<file path="src/rpb_pkg.sv">
`timescale 1ns / 1ps
// Shared constants, types and fixed-point helpers for the ruin probability bounds core.
// No dependencies.
package rpb_pkg;

    localparam int MAX_LEN   = 64;
    localparam int FRAC_BITS = 30;
    localparam int IDX_W     = $clog2(MAX_LEN);
    localparam int CNT_W     = IDX_W + 1;
    localparam int MASS_W    = 31;
    localparam int VAL_W     = 32;
    localparam int ACC_W     = 48;
    localparam int PROD_W    = 2 * VAL_W;
    localparam int DIV_STEPS = 2 * FRAC_BITS;
    localparam int POS_W     = $clog2(DIV_STEPS + 1);
    localparam int QUO_W     = VAL_W - 1;

    localparam logic signed [ACC_W-1:0]  ONE_Q   = ACC_W'(64'd1 << FRAC_BITS);
    localparam logic        [PROD_W-1:0] HALF_Q  = PROD_W'(64'd1 << (FRAC_BITS - 1));
    localparam logic signed [ACC_W-1:0]  S32_MAX = ACC_W'(64'd2147483647);
    localparam logic signed [ACC_W-1:0]  S32_MIN = -S32_MAX - ACC_W'(1);

    typedef enum logic [2:0] {
        OP_CONV,
        OP_REC,
        OP_SCALE,
        OP_MASS,
        OP_QC,
        OP_FAC
    } t_op;

    typedef enum logic [3:0] {
        S_LOAD,
        S_CV_ISSUE,
        S_CV_DRAIN,
        S_QC_ISSUE,
        S_QC_DRAIN,
        S_DIV,
        S_FAC_ISSUE,
        S_FAC_DRAIN,
        S_RC_START,
        S_RC_ISSUE,
        S_RC_DRAIN,
        S_RC_SCALE,
        S_RC_MASS,
        S_RC_FIN
    } t_state;

    typedef struct packed {
        logic load;
        logic i_clr;
        logic i_inc;
        logic j_clr;
        logic j_one;
        logic j_inc;
        logic issue;
        t_op  op;
        logic conv_wr;
        logic hold;
        logic div_start;
        logic fac_set;
        logic dens_wr;
    } t_cmd;

    typedef struct packed {
        logic load_last;
        logic j_last;
        logic i_last;
        logic i_zero;
        logic pipe_busy;
        logic div_busy;
        logic out_free;
    } t_sts;

    function automatic logic signed [VAL_W-1:0] sat32(input logic signed [ACC_W-1:0] x);
        logic signed [VAL_W-1:0] r;
        if (x > S32_MAX) begin
            r = S32_MAX[VAL_W-1:0];
        end else if (x < S32_MIN) begin
            r = S32_MIN[VAL_W-1:0];
        end else begin
            r = x[VAL_W-1:0];
        end
        return r;
    endfunction

    // Round a full product to FRAC_BITS fraction bits, half away from zero.
    function automatic logic signed [ACC_W-1:0] fround(input logic signed [PROD_W-1:0] p);
        logic [PROD_W-1:0] mag;
        logic [PROD_W-1:0] r;
        mag = p[PROD_W-1] ? PROD_W'(-p) : PROD_W'(p);
        r   = (mag + HALF_Q) >> FRAC_BITS;
        return p[PROD_W-1] ? -$signed(r[ACC_W-1:0]) : $signed(r[ACC_W-1:0]);
    endfunction

endpackage

</file>
<file path="src/rpb_ctrl.sv">
`timescale 1ns / 1ps
// Sequencer for load, convolution, reciprocal, recursion and result phases.
// Depends on rpb_pkg.
module rpb_ctrl (
    input  logic          i_clk,
    input  logic          i_rst_n,
    input  logic          i_in_valid,
    input  rpb_pkg::t_sts i_sts,
    output rpb_pkg::t_cmd o_cmd,
    output logic          o_in_ready
);
    import rpb_pkg::*;

    t_state r_state;
    t_state n_state;

    always_ff @(posedge i_clk) begin
        if (!i_rst_n) begin
            r_state <= S_LOAD;
        end else begin
            r_state <= n_state;
        end
    end

    always_comb begin
        n_state = r_state;
        unique case (r_state)
            S_LOAD: begin
                if (i_in_valid && i_sts.load_last) n_state = S_CV_ISSUE;
            end
            S_CV_ISSUE: begin
                if (i_sts.j_last) n_state = S_CV_DRAIN;
            end
            S_CV_DRAIN: begin
                if (!i_sts.pipe_busy) n_state = i_sts.i_last ? S_QC_ISSUE : S_CV_ISSUE;
            end
            S_QC_ISSUE: n_state = S_QC_DRAIN;
            S_QC_DRAIN: begin
                if (!i_sts.pipe_busy) n_state = S_DIV;
            end
            S_DIV: begin
                if (!i_sts.div_busy) n_state = S_FAC_ISSUE;
            end
            S_FAC_ISSUE: n_state = S_FAC_DRAIN;
            S_FAC_DRAIN: begin
                if (!i_sts.pipe_busy) n_state = S_RC_START;
            end
            S_RC_START: n_state = i_sts.i_zero ? S_RC_DRAIN : S_RC_ISSUE;
            S_RC_ISSUE: begin
                if (i_sts.j_last) n_state = S_RC_DRAIN;
            end
            S_RC_DRAIN: begin
                if (!i_sts.pipe_busy) n_state = S_RC_SCALE;
            end
            S_RC_SCALE: n_state = S_RC_MASS;
            S_RC_MASS: n_state = S_RC_FIN;
            S_RC_FIN: begin
                if (!i_sts.pipe_busy && i_sts.out_free) begin
                    n_state = i_sts.i_last ? S_LOAD : S_RC_START;
                end
            end
            default: n_state = S_LOAD;
        endcase
    end

    always_comb begin
        o_cmd      = '0;
        o_cmd.op   = OP_CONV;
        o_in_ready = 1'b0;
        unique case (r_state)
            S_LOAD: begin
                o_in_ready  = 1'b1;
                o_cmd.load  = i_in_valid;
                o_cmd.i_clr = 1'b1;
                o_cmd.j_clr = 1'b1;
            end
            S_CV_ISSUE: begin
                o_cmd.issue = 1'b1;
                o_cmd.op    = OP_CONV;
                o_cmd.j_inc = !i_sts.j_last;
            end
            S_CV_DRAIN: begin
                if (!i_sts.pipe_busy) begin
                    o_cmd.conv_wr = 1'b1;
                    o_cmd.i_inc   = !i_sts.i_last;
                    o_cmd.j_clr   = 1'b1;
                end
            end
            S_QC_ISSUE: begin
                o_cmd.issue = 1'b1;
                o_cmd.op    = OP_QC;
            end
            S_QC_DRAIN: o_cmd.div_start = !i_sts.pipe_busy;
            S_DIV: ;
            S_FAC_ISSUE: begin
                o_cmd.issue = 1'b1;
                o_cmd.op    = OP_FAC;
            end
            S_FAC_DRAIN: begin
                o_cmd.fac_set = !i_sts.pipe_busy;
                o_cmd.i_clr   = !i_sts.pipe_busy;
            end
            S_RC_START: o_cmd.j_one = 1'b1;
            S_RC_ISSUE: begin
                o_cmd.issue = 1'b1;
                o_cmd.op    = OP_REC;
                o_cmd.j_inc = !i_sts.j_last;
            end
            S_RC_DRAIN: o_cmd.hold = !i_sts.pipe_busy;
            S_RC_SCALE: begin
                o_cmd.issue = 1'b1;
                o_cmd.op    = OP_SCALE;
            end
            S_RC_MASS: begin
                o_cmd.issue = 1'b1;
                o_cmd.op    = OP_MASS;
            end
            S_RC_FIN: begin
                if (!i_sts.pipe_busy && i_sts.out_free) begin
                    o_cmd.dens_wr = 1'b1;
                    o_cmd.i_inc   = !i_sts.i_last;
                end
            end
            default: ;
        endcase
    end
endmodule

</file>
<file path="config.mk">
export PLATFORM = sky130hd
export DESIGN_NAME = rpb_ctrl
export DESIGN_NICKNAME = d
export VERILOG_FILES = /design/src/rpb_pkg.sv /design/src/rpb_ctrl.sv
export SDC_FILE = /design/constraint.sdc
export NUM_CORES = 1
export LEC_CHECK = 0
export BUFFER_PORTS_ARGS = -buffer_cell sky130_fd_sc_hd__buf_2
export CORE_MARGIN = 4
export CORE_UTILIZATION = 40
export DETAILED_ROUTE_END_ITERATION = 16
export HOLD_SLACK_MARGIN = 0.05
export PLACE_DENSITY_LB_ADDON = 0.05
export SLEW_MARGIN = 10
export SYNTH_ARGS = -nofsm -noshare
export SYNTH_HDL_FRONTEND = slang
export SYNTH_SLANG_ARGS = --single-unit
export TNS_END_PERCENT = 5
</file>
<file path="constraint.sdc">
create_clock -name i_clk -period 1.45 [get_ports i_clk]
set_clock_uncertainty 0.15 [all_clocks]
set_input_delay 0.0725 -clock i_clk [delete_from_list [all_inputs] [get_ports i_clk]]
set_output_delay 0.0725 -clock i_clk [all_outputs]
set_load 0.02 [all_outputs]
</file>
==> flow_metrics.env <==
export IMPL_critical_path_peak_fanout=7
export IMPL_failed_checks="setup timing"
export IMPL_global_route_usage_total_pct=21.19
export IMPL_top_regs="r_state: 4 flops"
export IMPL_r2r_end="r_state[0]"
export IMPL_final_design_area_no_fill_um2=1110
export IMPL_place_detailed_hpwl_um=1225
export IMPL_leakagePower_nw=0.4800
export IMPL_floorplan_io_pins=26
export IMPL_netlist_instances=68
export IMPL_grt_overflow_total=0
export IMPL_worstRegToRegCells=7
export IMPL_yosysUniqueCellTypes=38
export IMPL_syn_to_final_growth_pct=103.0
export IMPL_finish_net_count=132
export IMPL_regArea_um2=95.09
export IMPL_regToRegSetupSlack_ps=-180
export IMPL_core_area_um2=1301
export IMPL_die_area_um2=2022
export IMPL_worst_hold_path_endpoint="r_state[0]"
export IMPL_antenna_cells=0
export IMPL_initial_core_util_pct=42.02
export IMPL_avgViaCountPerCell=5.444
export IMPL_drt_initial_drc_count=6
export IMPL_synth_yosys_seq_area_share_pct=14.65
export IMPL_post_route_period_util_pct=115.8
export IMPL_totalWireLength_um=2050
export IMPL_die_boundary_height_um=44.97
export IMPL_drtAntennaViolNets=0
export IMPL_whs_path_depth=4
export IMPL_cell_rows=13
export IMPL_worst_case_setup_margin_in_the_final_layout_ps=-229.2
export IMPL_hp_class="in -> reg"
export IMPL_synth_area_um2=546.8
export IMPL_fmaxAchievable_mhz=595.5
export IMPL_critical_path_required_ps=1230
export IMPL_worst_setup_path_end_kind="primary output"
export IMPL_cts_tree="yes"
export IMPL_registers_top_by_ff_count="r_state"
export IMPL_wl_per_cell_um=15.19
export IMPL_routability_driven_placement_congestion_ratio=0.7810
export IMPL_clock_path_buffers=2
export IMPL_worst_ir_drop_vdd_uv=817.7
export IMPL_worst_endpoint_arrival_ps=1460
export IMPL_grt_start_max_net_pins=16
export IMPL_clock_tree_root_cell="sky130_fd_sc_hd__clkbuf_4"
export IMPL_clock_insertion_delay_worst_skew_ps=250
export IMPL_syn_num_nets=78
export IMPL_worst_slew_pin_slew_ps=243.2
export IMPL_dp_worst_setup_slack_ps=-205.0
export IMPL_drv_slew=0
export IMPL_dpl_cell_area_um2=814.5
export IMPL_hold_path_startpoint="i_sts[3]"
export IMPL_ys_seq_elements=4
export IMPL_clkSinkCount=4
export IMPL_min_period_ps=1679
export IMPL_fp_dieW_um=44.97
export IMPL_first_global_vias=753
export IMPL_crit_type="reg -> out"
export IMPL_port_buffers=25
export IMPL_largest_reg_flops=4
export IMPL_detailroute_via_count=735
export IMPL_grt_first_pass_wirelength_um=3194
export IMPL_drive_gt1_share_pct=72.50
export IMPL_avgSynthCellArea_um2=8.041
export IMPL_post_route_drc_count=0
export IMPL_cellPowerDensity_nw_per_um2=1555
export IMPL_startpoint_kind_of_the_worst_setup_timing_path="flop"
export IMPL_hold_viol_final=0
export IMPL_outcome="finished, violations left"
export IMPL_cts_htree_levels=1
export IMPL_numCtsBuffers=3
export IMPL_multi_input_comb_area_um2=510.5
export IMPL_clkSlewWorstSetupHoldPaths_ps=40
export IMPL_drt_pass1_iter_count=5
export IMPL_antenna_found_initial=0
export IMPL_relative_slew_margins_pct=83.70
export IMPL_setup_violations_final=19
export IMPL_final_fill_count=74
export IMPL_rsz_0062_raised_after_global_routing="true"
export IMPL_cap_viol_max_count=0
export IMPL_ys_warn_count=0
export IMPL_r2r_start="r_state[3]"
worst max-delay path by stage:
stage | from | end | slack, ps | depth (start not counted)
4_1_cts | r_state[0] | o_cmd[5] | -200 | 5
5_1_grt | r_state[3] | o_cmd[12] | -350 | 6
6_report | r_state[1] | o_cmd[12] | -230 | 5
3_3_place_gp | r_state[2] | r_state[3] | -190 | 4
2_1_floorplan | r_state[2] | o_cmd[5] | -180 | 5
3_5_place_dp | r_state[2] | r_state[0] | -210 | 5
area by class of cell:
class                      count  share of cell area (%)
multi-input combinational     56                   46.00
timing repair buffer          55                   40.70
sequential                     4                   8.568
clock buffer                   3                   2.029
tap                           15                   1.691
inverter                       2                   1.015
cells in the mapped netlist (all sizes together):
library cell / n / share of area, %
or3b: 1 / 1.6
xnor2: 1 / 1.6
o21ai: 2 / 1.8
o21ba: 1 / 1.8
clkbuf: 1 / 1.4
and2: 2 / 2.3
nor4b: 2 / 4.3
a21oi: 3 / 2.7
dfxtp: 4 / 15
o311ai: 1 / 3.0
nand3: 1 / 0.91
inv: 2 / 1.4
a21boi: 1 / 1.4
mux2i: 2 / 3.7
buf: 5 / 7.8
o211ai: 1 / 1.4
and4b: 1 / 2.5
a211oi: 1 / 1.4
nor4: 2 / 5.0
a211o: 1 / 1.6
o31ai: 1 / 2.3
nor3b: 3 / 4.1
nand4b: 1 / 1.6
or2: 2 / 2.3
a31oi: 1 / 1.1
a2bb2oi: 1 / 1.6
o221a: 2 / 4.1
nor2b: 2 / 3.7
o32ai: 1 / 1.6
nand2: 6 / 4.1
nor3: 4 / 3.7
nor2: 6 / 4.1
nand2b: 3 / 3.4
placed cells by master (no fill, tap or decap), drive strengths merged, types with 2 or more instances in the layout:
cell,Yosys,routed
o21ai,2,2
a21oi,3,3
and2,2,2
nor4,2,2
or2,2,2
nor2b,2,2
dfxtp,4,4
mux2i,2,2
clkbuf,1,3
nor3,4,4
nand2b,3,3
nand2,6,6
o221a,2,2
nor4b,2,2
nor3b,3,3
nor2,6,6
buf,5,54
metrics by stage:
stage / total power [mW] / hold slack (ps) / std cells / util [%] / setup TNS [ps]
after detailed placement: 1.132 / 223.9 / 123 / 62.60 / -1298
after global routing: 1.830 / 156.1 / 135 / 85.29 / -4042
final: 1.726 / 117.2 / 135 / 85.29 / -2648
after CTS: 1.638 / 126.5 / 135 / 81.06 / -2258
after global placement: 1.126 / 222.6 / 123 / 62.60 / -1111
after floorplan: 0.8151 / 31.09 / 68 / - / -1232
per-layer routing:
metal,track usage (%),part of all wire [%],vias to the layer above
li1,-,-,358
met1,23.32,40,350
met2,38.14,54,27
met3,6.773,5.7,0
met4,6.433,0,0
met5,0,0,-
worst max-delay path: stages, from the launching register on:
cell and delay [ps]:
sky130_fd_sc_hd__dfxtp_4 360, sky130_fd_sc_hd__nand4b_1 220, sky130_fd_sc_hd__buf_4 180, sky130_fd_sc_hd__nor3b_4 170, sky130_fd_sc_hd__o21ba_2 170, sky130_fd_sc_hd__buf_6 110
what timing repair did:
action                     in CTS  in global routing
pin swaps                      10                  2
gates resized for setup        44                 14
hold buffers                    1                  0
setup endpoints to repair      20                 20
hold endpoints to repair        4                  0
buffers inserted                8                  0
where the power goes:
group	switching, mW	leakage [nW]	total (mW)	internal, mW
sequential	0.0646	0.0355	0.216	0.151
clock	0.0587	0.0138	0.152	0.0935
combinational	0.627	0.431	1.36	0.730
total	0.751	0.480	1.73	0.975
cells by family after synthesis:
kind of cell | Yosys count | synth area share, %
buffers and inverters | 8 | 10.53
xor gates and xnor gates | 1 | 1.602
AOI/OAI and AO/OA | 17 | 25.86
muxes | 2 | 3.661
DFF | 4 | 14.65
and+or+nand+nor | 36 | 43.71
Note: power is estimated with default switching activity, not from simulation.
